`config.mk`:
```
export PLATFORM = sky130hd
export DESIGN_NAME = lcbf_ctrl
export DESIGN_NICKNAME = d
export VERILOG_FILES = /design/src/rtl/core/lcbf_pkg.sv /design/src/rtl/core/lcbf_ctrl.sv
export SDC_FILE = /design/constraint.sdc
export NUM_CORES = 1
export LEC_CHECK = 0
export BUFFER_PORTS_ARGS = -buffer_cell sky130_fd_sc_hd__buf_2
export CORE_AREA = 8 8 163 165
export DETAILED_ROUTE_END_ITERATION = 10
export DIE_AREA = 0 0 171 173
export HOLD_SLACK_MARGIN = 0.15
export SLEW_MARGIN = 20
export SYNTH_ARGS = -nofsm -noshare
export SYNTH_HDL_FRONTEND = slang
export SYNTH_SLANG_ARGS = --single-unit
```
`constraint.sdc`:
```
create_clock -name clk -period 4.66 [get_ports clk]
set_clock_uncertainty 0.15 [all_clocks]
set_input_delay 0.699 -clock clk [delete_from_list [all_inputs] [get_ports clk]]
set_output_delay 0.699 -clock clk [all_outputs]
set_load 0.05 [all_outputs]
```
`src/rtl/core/lcbf_pkg.sv`:
```
// lcbf_pkg: shared constants, codes and types of the line counting byte fifo
// depends on nothing; imported by lcbf_mem, lcbf_ctrl and line_counting_byte_fifo
package lcbf_pkg;

  localparam int DEPTH        = 4096;
  localparam int ADDR_W       = $clog2(DEPTH);
  localparam int OUT_FILL_W   = 12;
  localparam int FILL_W       = (ADDR_W > OUT_FILL_W) ? ADDR_W : OUT_FILL_W;
  localparam int MAX_RESULTS  = 64;
  localparam int CNT_W        = 7;
  localparam int BYTE_W       = 8;
  localparam int LINE_W       = 8;
  localparam int ACTION_W     = 2;
  localparam int STATUS_W     = 3;

  localparam logic [BYTE_W-1:0] NEWLINE_BYTE      = 8'h0A;
  localparam logic [LINE_W-1:0] LINE_LIMIT_RESET  = 8'd10;
  localparam logic [LINE_W-1:0] LINE_COUNT_MAX    = 8'd255;

  typedef enum logic [ACTION_W-1:0] {
    ACT_PUSH      = 2'd0,
    ACT_POP       = 2'd1,
    ACT_READ_LINE = 2'd2,
    ACT_NONE      = 2'd3
  } action_t;

  typedef enum logic [STATUS_W-1:0] {
    STAT_OK         = 3'd0,
    STAT_NO_SPACE   = 3'd1,
    STAT_LINE_LIMIT = 3'd2,
    STAT_EMPTY      = 3'd3,
    STAT_NO_NEWLINE = 3'd4
  } status_t;

  typedef struct packed {
    logic              we;
    logic [ADDR_W-1:0] waddr;
    logic [BYTE_W-1:0] wdata;
    logic              re;
    logic [ADDR_W-1:0] raddr;
  } mem_req_t;

  typedef struct packed {
    logic                  valid;
    logic [BYTE_W-1:0]     data;
    status_t               status;
    logic                  last;
    logic [LINE_W-1:0]     lines;
    logic [OUT_FILL_W-1:0] fill;
  } result_t;

  // next slot on the ring
  function automatic logic [ADDR_W-1:0] ptr_inc(input logic [ADDR_W-1:0] p);
    logic [ADDR_W-1:0] r;
    if (p == ADDR_W'(DEPTH - 1)) r = '0;
    else r = p + ADDR_W'(1);
    return r;
  endfunction

  // bytes held between the pointers
  function automatic logic [FILL_W-1:0] fill_of(input logic [ADDR_W-1:0] wp,
                                                input logic [ADDR_W-1:0] rp,
                                                input logic              empty);
    logic [FILL_W-1:0] r;
    if (empty) r = '0;
    else if (wp >= rp) r = FILL_W'(wp) - FILL_W'(rp);
    else r = FILL_W'(wp) + FILL_W'(DEPTH) - FILL_W'(rp);
    return r;
  endfunction

endpackage

```
`src/rtl/core/lcbf_ctrl.sv`:
```
// lcbf_ctrl: pointers, line counter and the request sequencer of the fifo
// depends on lcbf_pkg; drives lcbf_mem through a mem_req_t
module lcbf_ctrl (
  input  logic                              clk,
  input  logic                              rst,
  input  logic                              start,
  output logic                              busy,
  input  logic [lcbf_pkg::ACTION_W-1:0]     action,
  input  logic [lcbf_pkg::BYTE_W-1:0]       data_in,
  input  logic [lcbf_pkg::CNT_W-1:0]        max_length,
  input  logic [lcbf_pkg::LINE_W-1:0]       line_limit,
  output lcbf_pkg::mem_req_t                mem_req,
  input  logic [lcbf_pkg::BYTE_W-1:0]       rd_data,
  output lcbf_pkg::result_t                 res
);
  import lcbf_pkg::*;

  typedef enum logic [1:0] {S_IDLE, S_SCAN, S_STREAM} state_t;

  state_t            state, state_next;
  logic [ADDR_W-1:0] rp, rp_next;
  logic [ADDR_W-1:0] wp, wp_next;
  logic              empty_f, empty_f_next;
  logic [LINE_W-1:0] lc, lc_next;
  logic [ADDR_W-1:0] cur, cur_next;
  logic [CNT_W-1:0]  cnt, cnt_next;
  logic [CNT_W-1:0]  idx, idx_next;
  logic              consume, consume_next;
  result_t           res_next;

  logic [FILL_W-1:0] fill_now;
  logic [CNT_W-1:0]  len_c;
  logic [CNT_W-1:0]  n_take;
  logic              is_last;

  assign busy     = (state != S_IDLE);
  assign fill_now = fill_of(wp, rp, empty_f);
  assign is_last  = (idx + CNT_W'(1) == cnt);

  // clamp the requested length to 1..64, then to the bytes held
  always_comb begin
    if (max_length == '0) len_c = CNT_W'(1);
    else if (max_length > CNT_W'(MAX_RESULTS)) len_c = CNT_W'(MAX_RESULTS);
    else len_c = max_length;
    if (FILL_W'(len_c) < fill_now) n_take = len_c;
    else n_take = CNT_W'(fill_now);
  end

  always_comb begin
    logic [ADDR_W-1:0] nxt;
    state_next   = state;
    rp_next      = rp;
    wp_next      = wp;
    empty_f_next = empty_f;
    lc_next      = lc;
    cur_next     = cur;
    cnt_next     = cnt;
    idx_next     = idx;
    consume_next = consume;
    mem_req      = '0;
    res_next     = res;
    res_next.valid = 1'b0;
    nxt          = ptr_inc(cur);

    case (state)
      S_IDLE: begin
        if (start) begin
          res_next.data = '0;
          res_next.last = 1'b1;
          res_next.status = STAT_OK;
          case (action)
            ACT_PUSH: begin
              if (data_in == NEWLINE_BYTE &&
                  ({1'b0, lc} + 9'd1) > {1'b0, line_limit}) begin
                res_next.status = STAT_LINE_LIMIT;
              end else if (fill_now >= FILL_W'(DEPTH - 1)) begin
                res_next.status = STAT_NO_SPACE;
              end else begin
                mem_req.we    = 1'b1;
                mem_req.waddr = wp;
                mem_req.wdata = data_in;
                wp_next       = ptr_inc(wp);
                empty_f_next  = 1'b0;
                if (data_in == NEWLINE_BYTE && lc < LINE_COUNT_MAX) begin
                  lc_next = lc + LINE_W'(1);
                end
              end
              res_next.valid = 1'b1;
            end
            ACT_POP, ACT_READ_LINE: begin
              if (empty_f) begin
                res_next.status = STAT_EMPTY;
                res_next.valid  = 1'b1;
              end else begin
                mem_req.re    = 1'b1;
                mem_req.raddr = rp;
                cur_next      = rp;
                cnt_next      = n_take;
                idx_next      = '0;
                consume_next  = 1'b1;
                state_next    = (action == ACT_POP) ? S_STREAM : S_SCAN;
              end
            end
            default: begin
              res_next.valid = 1'b1;
            end
          endcase
        end
      end

      // look for the first newline up to the clamped length; then replay from the read pointer
      S_SCAN: begin
        if (rd_data == NEWLINE_BYTE || is_last) begin
          mem_req.re    = 1'b1;
          mem_req.raddr = rp;
          cur_next      = rp;
          idx_next      = '0;
          state_next    = S_STREAM;
          if (rd_data == NEWLINE_BYTE) begin
            cnt_next     = idx + CNT_W'(1);
            consume_next = 1'b1;
          end else begin
            consume_next = 1'b0;
          end
        end else begin
          mem_req.re    = 1'b1;
          mem_req.raddr = nxt;
          cur_next      = nxt;
          idx_next      = idx + CNT_W'(1);
        end
      end

      S_STREAM: begin
        mem_req.re    = 1'b1;
        mem_req.raddr = nxt;
        cur_next      = nxt;
        idx_next      = idx + CNT_W'(1);
        res_next.valid  = 1'b1;
        res_next.data   = rd_data;
        res_next.last   = is_last;
        res_next.status = STAT_OK;
        if (consume) begin
          rp_next = nxt;
          if (rd_data == NEWLINE_BYTE && lc != '0) begin
            lc_next = lc - LINE_W'(1);
          end
          if (nxt == wp) begin
            empty_f_next = 1'b1;
          end
        end else if (is_last) begin
          res_next.status = STAT_NO_NEWLINE;
        end
        if (is_last) begin
          state_next = S_IDLE;
        end
      end

      default: begin
        state_next = S_IDLE;
      end
    endcase

    res_next.lines = lc_next;
    res_next.fill  = OUT_FILL_W'(fill_of(wp_next, rp_next, empty_f_next));
  end

  always_ff @(posedge clk) begin
    if (rst) begin
      state     <= S_IDLE;
      rp        <= '0;
      wp        <= '0;
      empty_f   <= 1'b1;
      lc        <= '0;
      res.valid <= 1'b0;
    end else begin
      state     <= state_next;
      rp        <= rp_next;
      wp        <= wp_next;
      empty_f   <= empty_f_next;
      lc        <= lc_next;
      res.valid <= res_next.valid;
    end
    cur        <= cur_next;
    cnt        <= cnt_next;
    idx        <= idx_next;
    consume    <= consume_next;
    res.data   <= res_next.data;
    res.status <= res_next.status;
    res.last   <= res_next.last;
    res.lines  <= res_next.lines;
    res.fill   <= res_next.fill;
  end

  // store writes only from idle, so a read never meets a write in flight
  a_no_write_busy: assert property (@(posedge clk) disable iff (rst)
    (state != S_IDLE) |-> !mem_req.we)
    else $error("byte store written while a request is in progress");

  a_empty_ptrs: assert property (@(posedge clk) disable iff (rst)
    empty_f |-> (rp == wp))
    else $error("empty flag set with pointers apart");

  a_last_idle: assert property (@(posedge clk) disable iff (rst)
    (res.valid && res.last) |-> (state == S_IDLE))
    else $error("final beat of a request while the sequencer is still busy");

  a_peek_keeps: assert property (@(posedge clk) disable iff (rst)
    (state == S_STREAM && !consume) |=> (lc == $past(lc) && rp == $past(rp)))
    else $error("replay of a line without newline consumed bytes");

  a_fill_room: assert property (@(posedge clk) disable iff (rst)
    fill_now <= FILL_W'(DEPTH - 1))
    else $error("fill level beyond the free slot rule");

endmodule
```
Yosys cells after proc, flatten, opt, wreduce, memory -nomap -nowiden:

Index checks and enable logic that the tools add are counted.

* bits of input ports: 36
* bits in registers: 95
* logic and storage cells: 138
* output and inout port bits: 68

* muxes and demuxes: 76
* add/sub/neg operators: 8
* eq/ne operators: 16
* order comparisons: 5
* reduce and logical (&&, ||, !) cells: 18

Operators with widths (number)
* $mux W12: 15
* $mux W21: 4
* $mux W7: 12
* $mux W8: 7
* $mux W13: 3
* $pmux W13 S3: 1
* $pmux W12 S3: 1
* $mux W34: 1
* $pmux W13 S2: 1
* $add A12 B1 Y12 const B: 2
* $eq A12 B12 Y1 const B: 2
* $sub A12 B12 Y12: 2
* $pmux W7 S3: 1
* $eq A8 B4 Y1 const B: 2
* $mux W2: 8
* $pmux W8 S2: 1
* $mux W1: 14
* $pmux W7 S2: 1
* $eq A12 B12 Y1: 1
* $ge A12 B12 Y1 const B: 1
* $lt A7 B12 Y1: 1
* $ne A2 B2 Y1 const B: 5
* $reduce_and A5 Y1: 2
* $add A8 B1 Y9 const B: 1
* other kinds (25): 34

Depth between registers and ports, before layout:

Gate-level depths: netlist (run 1).

* depth in word-level cells: 9
* mapped depth: 26
* gate-level depth less buffers: 25

Worst setup path before layout (run 1):

No wires, ideal clock.

* path kind: register to register
* from: reg lc[0]
* to: reg res[10] (netlist bit)
* data required time: 4.395 ns
* clock period less this slack: 4.980 ns
* arrival: 4.715 ns
* stages on the path, launching flop included: 24
* path buffers: 0
* setup time: 0.115 ns
* path slack: -0.320 ns
* path through: dfxtp_1 > ha_1 > and3_4 > and3_4 > xor2_1 > ha_1 > nand4_1 > o21a_1 > a31o_1 > o21a_1 > nor2_1 > nand2_2 > inv_2 > mux2_4 > fa_1 > a21o_1 > a21oi_1 > o21bai_1 > a21oi_1 > o21ai_0 > a21o_1 > a21oi_1 > xnor2_1 > and2_1

* cells in the longest elaborated chain, start to end: 8
* elaborated cells between the ends (all ways): 12
* classes of those cells: 2 x add/sub; 1 x order compare; 8 x mux; 1 x reduce/logical

Ends and longest elaborated chain
* start, declared: line lcbf_ctrl.sv:24 `logic [LINE_W-1:0] lc, lc_next;`
* start signal, assigned: line lcbf_ctrl.sv:180 `lc <= lc_next;`
* $add A8 B1 Y9: line lcbf_ctrl.sv:74 `({1'b0, lc} + 9'd1) > {1'b0, line_limit}) begin`
* $gt A9 B8 Y1: line lcbf_ctrl.sv:74
* $logic_and A1 B1 Y1: line lcbf_ctrl.sv:73 `if (data_in == NEWLINE_BYTE &&`
* $mux W12: line lcbf_ctrl.sv:73
* $mux W12: line lcbf_ctrl.sv:71 `case (action)`
* $mux W12: line lcbf_ctrl.sv:67 `if (start) begin`
* $mux W12: line lcbf_ctrl.sv:65 `case (state)`
* named net wp_next[1]: line lcbf_ctrl.sv:22 `logic [ADDR_W-1:0] wp, wp_next;`
* $sub A12 B12 Y12: line lcbf_pkg.sv:66, lcbf_pkg.sv:67
* end, declared: line lcbf_ctrl.sv:14 `output lcbf_pkg::result_t res`

The timed path passes the listed nets, and every way through them passes these cells.
A chain may end at the register's enable or synchronous reset.

Worst setup path after layout (run 1):

* from: reg lc[0]
* to: reg res[10] (netlist bit)

* cells in the longest elaborated chain, start to end: 8
* elaborated cells between the ends (all ways): 12
* classes of those cells: 2 x add/sub; 1 x order compare; 8 x mux; 1 x reduce/logical

Ends and longest elaborated chain (line)
* $add A8 B1 Y9 *: lcbf_ctrl.sv:74
* $gt A9 B8 Y1 *: lcbf_ctrl.sv:74
* $logic_and A1 B1 Y1 *: lcbf_ctrl.sv:73
* $mux W12: lcbf_ctrl.sv:73
* $mux W12: lcbf_ctrl.sv:71
* $mux W12: lcbf_ctrl.sv:67
* $mux W12: lcbf_ctrl.sv:65
* $sub A12 B12 Y12: lcbf_pkg.sv:66, lcbf_pkg.sv:67

Every way passes the cells marked *; elsewhere a longest branch is shown, timed or not.

==> results.yml, run 1 <==
yosys:
  postSynthAreaPerCell_um2: 8.757
  netlist_area_um2: 7067
  synth-seq-cells: 95
  synth_cells: 807
  synth.area.top_cells: "edfxtp_1, dfxtp_1, ha_1"
  synth-seq-area-share_pct: 32.44
  syn_nets: 894
  yosysTopAreaCell: "edfxtp_1"
  synthArstFlopShare_pct: 0
  synth_flop_cell: "dfxtp_1"
  yosysWarnings: 0
  synth-edff-count: 39
  synth_top_area_share_pct: 16.57
  ys_types: 90
route:
  first_pass_iters: 5
  wl_per_cell_um: 16.83
  routed_wl_um: 22570
  drt_iter0_drc: 381
  route.detailed.drc: 0
  via_count: 6646
  viasPerCell: 4.956
  antenna_left: 0
worst_setup_path:
  cp-start-kind: "register"
  r2r_slack_ps: -20
  reg2reg_depth: 25
  cp.arrival_ps: 4790
  reg2reg_from: "lc[0]$_SDFF_PP0_"
  critPathMaxFanout: 4
  timing.rr.end: "res[10]$_SDFF_PP0_"
  critical_path_class: "register to register"
  worstPathRequired_ps: 4770
  cp-end-kind: "register"
placed_design:
  dpl.cell_count: 1298
  place_hpwl_um: 17480
  port_buffers: 103
  finalWeightedCongestion: 0.8773
worst_hold_path:
  hold_end: "state[1]$_SDFFE_PP0P_"
  hp-class: "register to register"
  worstHoldPathCells: 2
  min_from: "state[1]$_SDFFE_PP0P_"
die:
  fp-row-count: 57
  die_area_um2: 29580
  die_h_um: 173
  core_area_um2: 23960
  io_pins: 104
  initial_core_util_pct: 29.49
  die_x_um: 171
outcome:
  status: "finished with violations"
  violations: "negative setup slack"
clocking:
  clk_path_buf_depth: 2
  clk_pin_slew_ps: 80
  cts_hold_buf: 0
  cts_tree: "built"
  cts.sinks: 95
  cts_root_buf: "clkbuf_16"
  clock_latency_ps: 370
  cts_inserted_buffers: 9
  ctsHtreeMaxLevel: 3
sta:
  period_needed_ps: 4683
  fmax_ghz: 0.2135
  rsz0062_at_grt: "yes"
  max_slew_margin_pct: 29.61
  hold_viol: 0
  post-route-period-util_pct: 100.5
  slew_viol_final: 0
  fin_hold_ws_ps: 416.4
  setup_violations: 2
  tightest_slew_ps: 1049
  setup_slack_ps: -23.42
global_routing:
  grt_overflow: 0
  grt_pass1_vias: 6758
  track_usage_pct: 14.86
  grt_pass1_wl_um: 34930
  antenna_found_initial: 0
  grt_max_degree: 27
final_layout:
  multi_input_area_um2: 4780
  drive_above_1_share_pct: 33.92
  antenna_cells: 0
  syn_to_final_growth_pct: 33.62
  fillCellCount: 2434
  final_core_util_pct: 39.41
  seqCellArea_um2: 2302
  nets: 1099
  instances_no_fill: 1341
pwr:
  irDropWorstVdd_uv: 182.0
  leakage_uw: 0.004086
  power_density_nw_per_um2: 394.2
run:
  maxCapViolCount: 0
per-layer routing:
| metal | up-vias | global-route usage [%] | wire length, um |
|---|---|---|---|
| li1 | 3320 | - | - |
| met1 | 3128 | 18.34 | 10040 |
| met2 | 167 | 25.45 | 10970 |
| met3 | 31 | 2.505 | 1047 |
| met4 | 0 | 5.292 | 508 |
| met5 | - | 0 | 0 |
worst max-delay path: stages, from the launching register on:
cell and delay [ps]:
dfxtp_4 370, ha_4 160, and3_4 180, and3_4 180, xor2_1 140, ha_1 300, nand4_1 100, o21a_1 210
a31o_1 210, o21a_4 230, nor2_4 190, buf_6 130, a21oi_1 80, a21oi_2 140, ha_2 210, inv_2 40
fa_2 350, a21o_1 190, a21oi_2 150, o21bai_1 90, a21oi_2 160, o21ai_1 100, a21o_1 170, a21oi_2 130
xnor2_1 70, and2_1 150
state kept, by name (all words and copies together), names as in the netlist:
register and flops:
rp 12, empty_f 1, consume 1, cur 12
res 33, state 2, idx 7, lc 8
cnt 7, wp 12
kinds of logic (layout without fill, tap and decap cells):
family	Yosys count	after routing	share of synthesized area, %
simple gates	326	326	25.12
compound gates	179	179	17.58
flops	95	95	32.44
buf+inv	80	290	5.099
xor+xnor	57	57	7.666
fa+ha+maj	51	51	9.242
mux	19	19	2.850
stage by stage:
stage / setup slack (ps) / total power (uW) / setup TNS, ps / instance area (um^2)
floorplan: 9.023 / 2282 / 0 / 7118
global placement: -121.5 / 2789 / -224.2 / 8591
detailed placement: -287.6 / 2797 / -665.5 / 8591
CTS: -50.39 / 3699 / -91.14 / 9216
global route: -243.5 / 3922 / -635.3 / 9443
finish: -23.42 / 3723 / -32.71 / 9443
what timing repair did:
action	CTS	global route
pin swaps	34	34
setup buffers	21	7
resized for setup	39	34
endpoints found under the setup margin	5	6
cell usage in the layout, fill, tap and decap left out, drive strengths merged, types with 9 or more instances in the layout:
cell and n:
nor2 90, a22oi 9, and3 31, nor3 17, buf 232, dfxtp 56, nor4 10, edfxtp 39
xor2 23, ha 49, mux2i 13, xnor2 31, a21oi 54, inv 44, and2 31, nand4 10
nor2b 15, o21ai 35, clkbuf 9, nand2 54, nand3 27, nand2b 10
worst max path at each step:
stage / startpoint / to / slack (ps)
3_3_place_gp: lc[0]$_SDFF_PP0_ / res[10]$_SDFF_PP0_ / -120
5_1_grt: lc[0]$_SDFF_PP0_ / res[11]$_SDFF_PP0_ / -240
4_1_cts: wp[0]$_SDFF_PP0_ / res[10]$_SDFF_PP0_ / -50
3_5_place_dp: lc[0]$_SDFF_PP0_ / res[11]$_SDFF_PP0_ / -290
2_1_floorplan: rp[1]$_SDFF_PP0_ / res[10]$_SDFF_PP0_ / 9
6_report: lc[0]$_SDFF_PP0_ / res[10]$_SDFF_PP0_ / -20
power breakdown:
part | internal [uW] | switching, uW | total (uW)
logic | 707 | 1110 | 1820
clock network | 424 | 374 | 798
registers | 1020 | 91.8 | 1110
total | 2150 | 1570 | 3720
area by class of cell:
| type | count | share of cell area, % |
|---|---|---|
| Clock buffer | 9 | 2.385 |
| Clock inverter | 7 | 0.8480 |
| Inverter | 42 | 1.723 |
| Multi-Input combinational cell | 632 | 50.62 |
| Sequential cell | 95 | 24.38 |
| Tap cell | 324 | 4.293 |
| Timing Repair Buffer | 232 | 15.75 |
cell usage after synthesis (all sizes together), types with 4 or more instances:
cell,instances
a211oi,7
inv,42
nor2b,15
and2,31
clkbuf,32
mux2i,13
o21ai,35
nor2,90
nand2b,10
nor4,10
ha,49
o21a,8
nand4,10
mux2,6
and4,4
a21o,5
a22oi,9
edfxtp,39
o31a,4
and3,31
nand2,54
a31oi,5
a22o,8
o211ai,7
buf,6
o211a,4
or4,4
a221o,6
dfxtp,56
nand3,27
nor3,17
xor2,23
a21oi,54
xnor2,31
o21bai,4
Power figures use the tool's default switching activity.
==> run 2: changes to the inputs <==
--- a/config.mk
+++ b/config.mk
@@ -10,6 +10,7 @@
 export DETAILED_ROUTE_END_ITERATION = 10
 export DIE_AREA = 0 0 171 173
 export HOLD_SLACK_MARGIN = 0.15
+export RECOVER_POWER = 25
 export SLEW_MARGIN = 20
 export SYNTH_ARGS = -nofsm -noshare
 export SYNTH_HDL_FRONTEND = slang
==> results.yml, run 2 (same netlist as run 1, synthesis figures left out) <==
worst_setup_path:
  worstPathBufferInverterCount: 2
  cp-start-kind: "register"
  slowest_delay_ps: 370
  reg2reg_from: "lc[0]$_SDFF_PP0_"
  timing.rr.end: "res[10]$_SDFF_PP0_"
  critPathMaxFanout: 4
  critical_path_class: "register to register"
  r2r_slack_ps: -30
  reg2reg_depth: 25
  path_delay_family: "compound AO/OA/AOI/OAI gates"
  cp.arrival_ps: 4800
  crit_slowest_cell: "dfxtp_4"
  cpMostUsedCell: "a21oi_2"
  cp.depth: 25
  cp-end-kind: "register"
  worstPathRequired_ps: 4770
sta:
  slew_viol_final: 0
  fin_hold_ws_ps: 416.5
  tns_ps: -46.27
  period_needed_ps: 4690
  setup_violations: 2
  max_slew_margin_pct: 21.19
  fmax_ghz: 0.2132
  tightest_slew_ps: 1182
  setup_slack_ps: -29.81
  post-route-period-util_pct: 100.6
  rsz0062_at_grt: "yes"
  hold_viol: 0
final_layout:
  syn_to_final_growth_pct: 32.99
  fin_area_um2: 9398
  drive_above_1_share_pct: 30.58
  final_cell_mix: "buf_4, nor2_1, buf_2"
  antenna_cells: 0
  largest_reg_flops: 33
  seqCellArea_um2: 2302
  layout_commonest_cell: "buf_4"
  instances_no_fill: 1341
  fillCellCount: 2448
  regMostFlops: "res"
  nets: 1099
  multi_input_area_um2: 4780
die:
  die_area_um2: 29580
  io_pins: 104
  die_x_um: 171
  fp-row-count: 57
  initial_core_util_pct: 29.49
  core_area_um2: 23960
  die_h_um: 173
clocking:
  clk_pin_slew_ps: 80
  clock_latency_ps: 360
  clk_path_buf_depth: 2
  cts_inserted_buffers: 9
  cts_root_buf: "clkbuf_16"
  cts.sinks: 95
  ctsHtreeMaxLevel: 3
  cts_tree: "built"
global_routing:
  grt_pass1_wl_um: 34930
  use_met3_pct: 2.505
  busiest_layer: "met2"
  grt_max_degree: 27
  antenna_found_initial: 0
  grt_pass1_vias: 6758
  track_usage_pct: 14.86
  met1_usage_pct: 18.34
  grt_overflow: 0
  globalRouteMet2Util_pct: 25.45
outcome:
  violations: "negative setup slack"
  status: "finished with violations"
route:
  route.detailed.drc: 0
  drt_iter0_drc: 403
  routed_wl_um: 22570
  viasPerCell: 4.968
  antenna_left: 0
  via_count: 6662
  wl_per_cell_um: 16.83
  first_pass_iters: 4
pwr:
  netSwitchingPower_uw: 1578
  p_int_uw: 2133
  power_density_nw_per_um2: 394.8
  irDropWorstVdd_uv: 181.7
  leakage_uw: 0.003947
  p_comb_share_pct: 48.4
  clkPwrFrac_pct: 21.6
  switching_share_pct: 42.51
  seqPwrFrac_pct: 30.0
worst_hold_path:
  min_from: "state[1]$_SDFFE_PP0P_"
  hold_end: "state[1]$_SDFFE_PP0P_"
  worstHoldPathCells: 2
  hp-class: "register to register"
placed_design:
  place_hpwl_um: 17480
  port_buffers: 103
  dpl.cell_count: 1298
  place_area_um2: 8591
  finalWeightedCongestion: 0.8773
run:
  maxCapViolCount: 0
==> run 2: cell types whose count changed in the layout (fill, tap and decap cells not counted), sizes merged <==
cell,delta
clkbuf,+34
buf,-34
==> run 2: power groups by stage <==
stage | sequential (uW) | clock [uW] | combinational, uW
floorplan | 1280 | 0 | 999
global route | 1130 | 838 | 1940
global placement | 1130 | 0 | 1660
finish | 1110 | 800 | 1800
CTS | 1110 | 815 | 1770
detailed placement | 1130 | 0 | 1670
==> run 2: cell type report <==
cell class              instances  share of cell area, %
repair buffers                232                  15.35
flip-flops and latches         95                  24.50
clock buffers                   9                  2.396
well taps                     324                  4.314
clock inverters                 7                 0.8521
inverters                      42                  1.731
multi-input cells             632                  50.86
==> run 2: worst min-delay path, delay by kind of cell, from the launching register on <==
family | cells | cell delay (ps)
compound gates | 2 | 170
flops | 1 | 350
==> run 2: what timing repair did <==
action,in CTS,in global routing
buffers inserted,21,7
pin swaps,34,34
resized for setup,39,34
setup endpoints to repair,5,6
hold buffers,0,0
==> run 2: stage by stage <==
step	total power, uW	utilization (%)	worst slack [ps]
2_1_floorplan	2282	-	9.023
3_3_place_gp	2789	35.85	-121.5
3_5_place_dp	2797	35.85	-287.6
6_report	3710	39.22	-29.81
4_1_cts	3699	38.46	-50.39
5_1_grt	3909	39.22	-243.5
==> run 2: layer usage <==
metal  wire (um)  part of all wire [%]
met4         500                   2.2
met2       11040                    49
met3        1023                   4.5
met5           0                     0
met1       10010                    44
==> run 2: worst max-delay path by stage <==
stage / endpoint / slack [ps] / startpoint
floorplan: res[10]$_SDFF_PP0_ / 9 / rp[1]$_SDFF_PP0_
global placement: res[10]$_SDFF_PP0_ / -120 / lc[0]$_SDFF_PP0_
detailed placement: res[11]$_SDFF_PP0_ / -290 / lc[0]$_SDFF_PP0_
CTS: res[10]$_SDFF_PP0_ / -50 / wp[0]$_SDFF_PP0_
global route: res[11]$_SDFF_PP0_ / -240 / lc[0]$_SDFF_PP0_
finish: res[10]$_SDFF_PP0_ / -30 / lc[0]$_SDFF_PP0_
==> run 3: changes to the inputs <==
--- a/config.mk
+++ b/config.mk
@@ -5,10 +5,11 @@
 export SDC_FILE = /design/constraint.sdc
 export NUM_CORES = 1
 export LEC_CHECK = 0
-export BUFFER_PORTS_ARGS = -buffer_cell sky130_fd_sc_hd__buf_2
-export CORE_AREA = 8 8 163 165
+export ABC_AREA = 1
+export BUFFER_PORTS_ARGS = -buffer_cell sky130_fd_sc_hd__buf_4
+export CORE_AREA = 8 8 167 169
 export DETAILED_ROUTE_END_ITERATION = 10
-export DIE_AREA = 0 0 171 173
+export DIE_AREA = 0 0 175 177
 export HOLD_SLACK_MARGIN = 0.15
 export RECOVER_POWER = 25
 export SLEW_MARGIN = 20
==> results.yml, run 3 <==
yosys:
  synth-seq-area-share_pct: 30.72
  synth_cells: 1133
  yosysWarnings: 0
  synthArstFlopShare_pct: 0
  postSynthAreaPerCell_um2: 6.585
  synth_top_area_share_pct: 15.70
  synth-edff-count: 39
  synth_flop_cell: "dfxtp_1"
  synthTopCellsByCount: "nand2_1, inv_1, nor2_1"
  netlist_area_um2: 7461
  synth.area.top_cells: "edfxtp_1, dfxtp_1, nand2_1"
  ys_types: 54
  synth-seq-cells: 95
  yosysMostFrequentCell: "nand2_1"
  yosysTopAreaCell: "edfxtp_1"
  syn_nets: 1220
global_routing:
  grt_pass1_wl_um: 37000
  track_usage_pct: 14.78
  antenna_found_initial: 0
  grt_max_degree: 33
  grt_pass1_vias: 7280
  grt_overflow: 0
route:
  via_count: 7555
  drt_iter0_drc: 519
  wl_per_cell_um: 14.86
  route.detailed.drc: 0
  antenna_left: 0
  viasPerCell: 4.704
  first_pass_iters: 5
  routed_wl_um: 23870
worst_setup_path:
  cp-end-kind: "register"
  slowest_delay_ps: 350
  cp.arrival_ps: 4640
  crit_slowest_cell: "dfxtp_2"
  worstPathRequired_ps: 4770
  cp-start-kind: "register"
  critical_path_class: "register to register"
  critPathMaxFanout: 7
die:
  die_area_um2: 30980
  fp-row-count: 59
  core_area_um2: 25470
  die_x_um: 175
  io_pins: 104
  die_h_um: 177
  initial_core_util_pct: 29.30
placed_design:
  place_area_um2: 8758
  port_buffers: 103
  finalWeightedCongestion: 0.9019
  dpl.cell_count: 1577
  place_hpwl_um: 19060
sta:
  tightest_slew_ps: 996.9
  slew_viol_final: 0
  fin_hold_ws_ps: 399.9
  period_needed_ps: 4534
  post-route-period-util_pct: 97.30
  hold_viol: 0
  setup_violations: 0
  rsz0062_at_grt: "yes"
  max_slew_margin_pct: 33.10
  fmax_ghz: 0.2205
  tns_ps: 0
final_layout:
  instances_no_fill: 1606
  regMostFlops: "res"
  nets: 1353
  drive_above_1_share_pct: 17.23
  fillCellCount: 2718
  antenna_cells: 0
  final_cell_mix: "nand2_1, inv_1, nor2_1"
  final_core_util_pct: 36.50
  layout_commonest_cell: "nand2_1"
  fin_area_um2: 9295
  syn_to_final_growth_pct: 24.58
  largest_reg_flops: 33
clocking:
  clk_pin_slew_ps: 70
  cts_inserted_buffers: 9
  cts_root_buf: "clkbuf_16"
  clk_path_buf_depth: 2
  clock_latency_ps: 360
  cts.sinks: 95
  ctsHtreeMaxLevel: 3
  cts_tree: "built"
worst_hold_path:
  hp-class: "register to register"
outcome:
  status: "complete, no violations"
pwr:
  leakage_uw: 0.004518
  irDropWorstVdd_uv: 237.0
  power_density_nw_per_um2: 525.4
run:
  maxCapViolCount: 0
run 3: path summary, 6_finish.rpt:
path / slack [ps] / cells past startpoint / to / from
worst min-delay path: 400 / 2 / rp[0]$_SDFF_PP0_ / rp[0]$_SDFF_PP0_
worst max-delay path: 130 / 33 / res[11]$_SDFF_PP0_ / lc[0]$_SDFF_PP0_
worst min register to register: 400 / 2 / rp[0]$_SDFF_PP0_ / rp[0]$_SDFF_PP0_
worst max register to register: 130 / 33 / res[11]$_SDFF_PP0_ / lc[0]$_SDFF_PP0_
run 3: repair_timing:
| action | CTS | global route |
|---|---|---|
| hold buffers | 0 | 0 |
| setup buffers | 1 | 12 |
| gates resized for setup | 4 | 64 |
| endpoints found under the setup margin | 4 | 29 |
| pin swaps | 1 | 37 |
run 3: through the flow:
| stage | total power, uW | setup WS, ps |
|---|---|---|
| floorplan | 3285 | -8.940 |
| global placement | 4016 | 107.3 |
| detailed placement | 4047 | -143.2 |
| CTS | 4788 | 2.198 |
| global route | 5253 | -221.9 |
| finish | 4883 | 125.7 |
run 3: critical path: cells and delay by family (launching register included):
kind | cells | cell delay, ps
DFF | 1 | 350
AOI/OAI and AO/OA | 4 | 450
and+or+nand+nor | 20 | 2360
buffers and inverters | 6 | 440
adders and majority gates | 2 | 530
xor gates and xnor gates | 1 | 150
run 3: logic make-up after synthesis:
| logic type | count (synthesis) | share of synthesized area [%] |
|---|---|---|
| buffers and inverters | 231 | 12.06 |
| DFF | 95 | 30.72 |
| xor gates and xnor gates | 27 | 3.371 |
| AOI/OAI and AO/OA | 146 | 11.03 |
| adders and majority gates | 51 | 8.754 |
| and+or+nand+nor | 583 | 34.06 |
run 3: layout make-up:
class / count / area (um^2) / area share, %
clock buffers: 9 / 225.2 / 2.423
clock inverters: 7 / 57.56 / 0.6192
inverters: 211 / 797.0 / 8.575
multi-input cells: 807 / 4548 / 48.93
flip-flops and latches: 95 / 2295 / 24.69
well taps: 335 / 419.2 / 4.509
repair buffers: 142 / 953.4 / 10.26
run 3: power by group:
part | leakage [uW] | switching [uW] | total [uW] | internal, uW
logic | 0.00355 | 1940 | 2820 | 886
registers | 0.000834 | 163 | 1340 | 1180
clock network | 0.000136 | 355 | 723 | 369
run 3: metal layers:
layer	GRT usage (%)	routed length, um	share of wire (%)
met2	26.24	11690	49
met1	18.09	10720	45
met3	3.158	1180	4.9
met5	0	0	0
met4	3.108	291	1.2
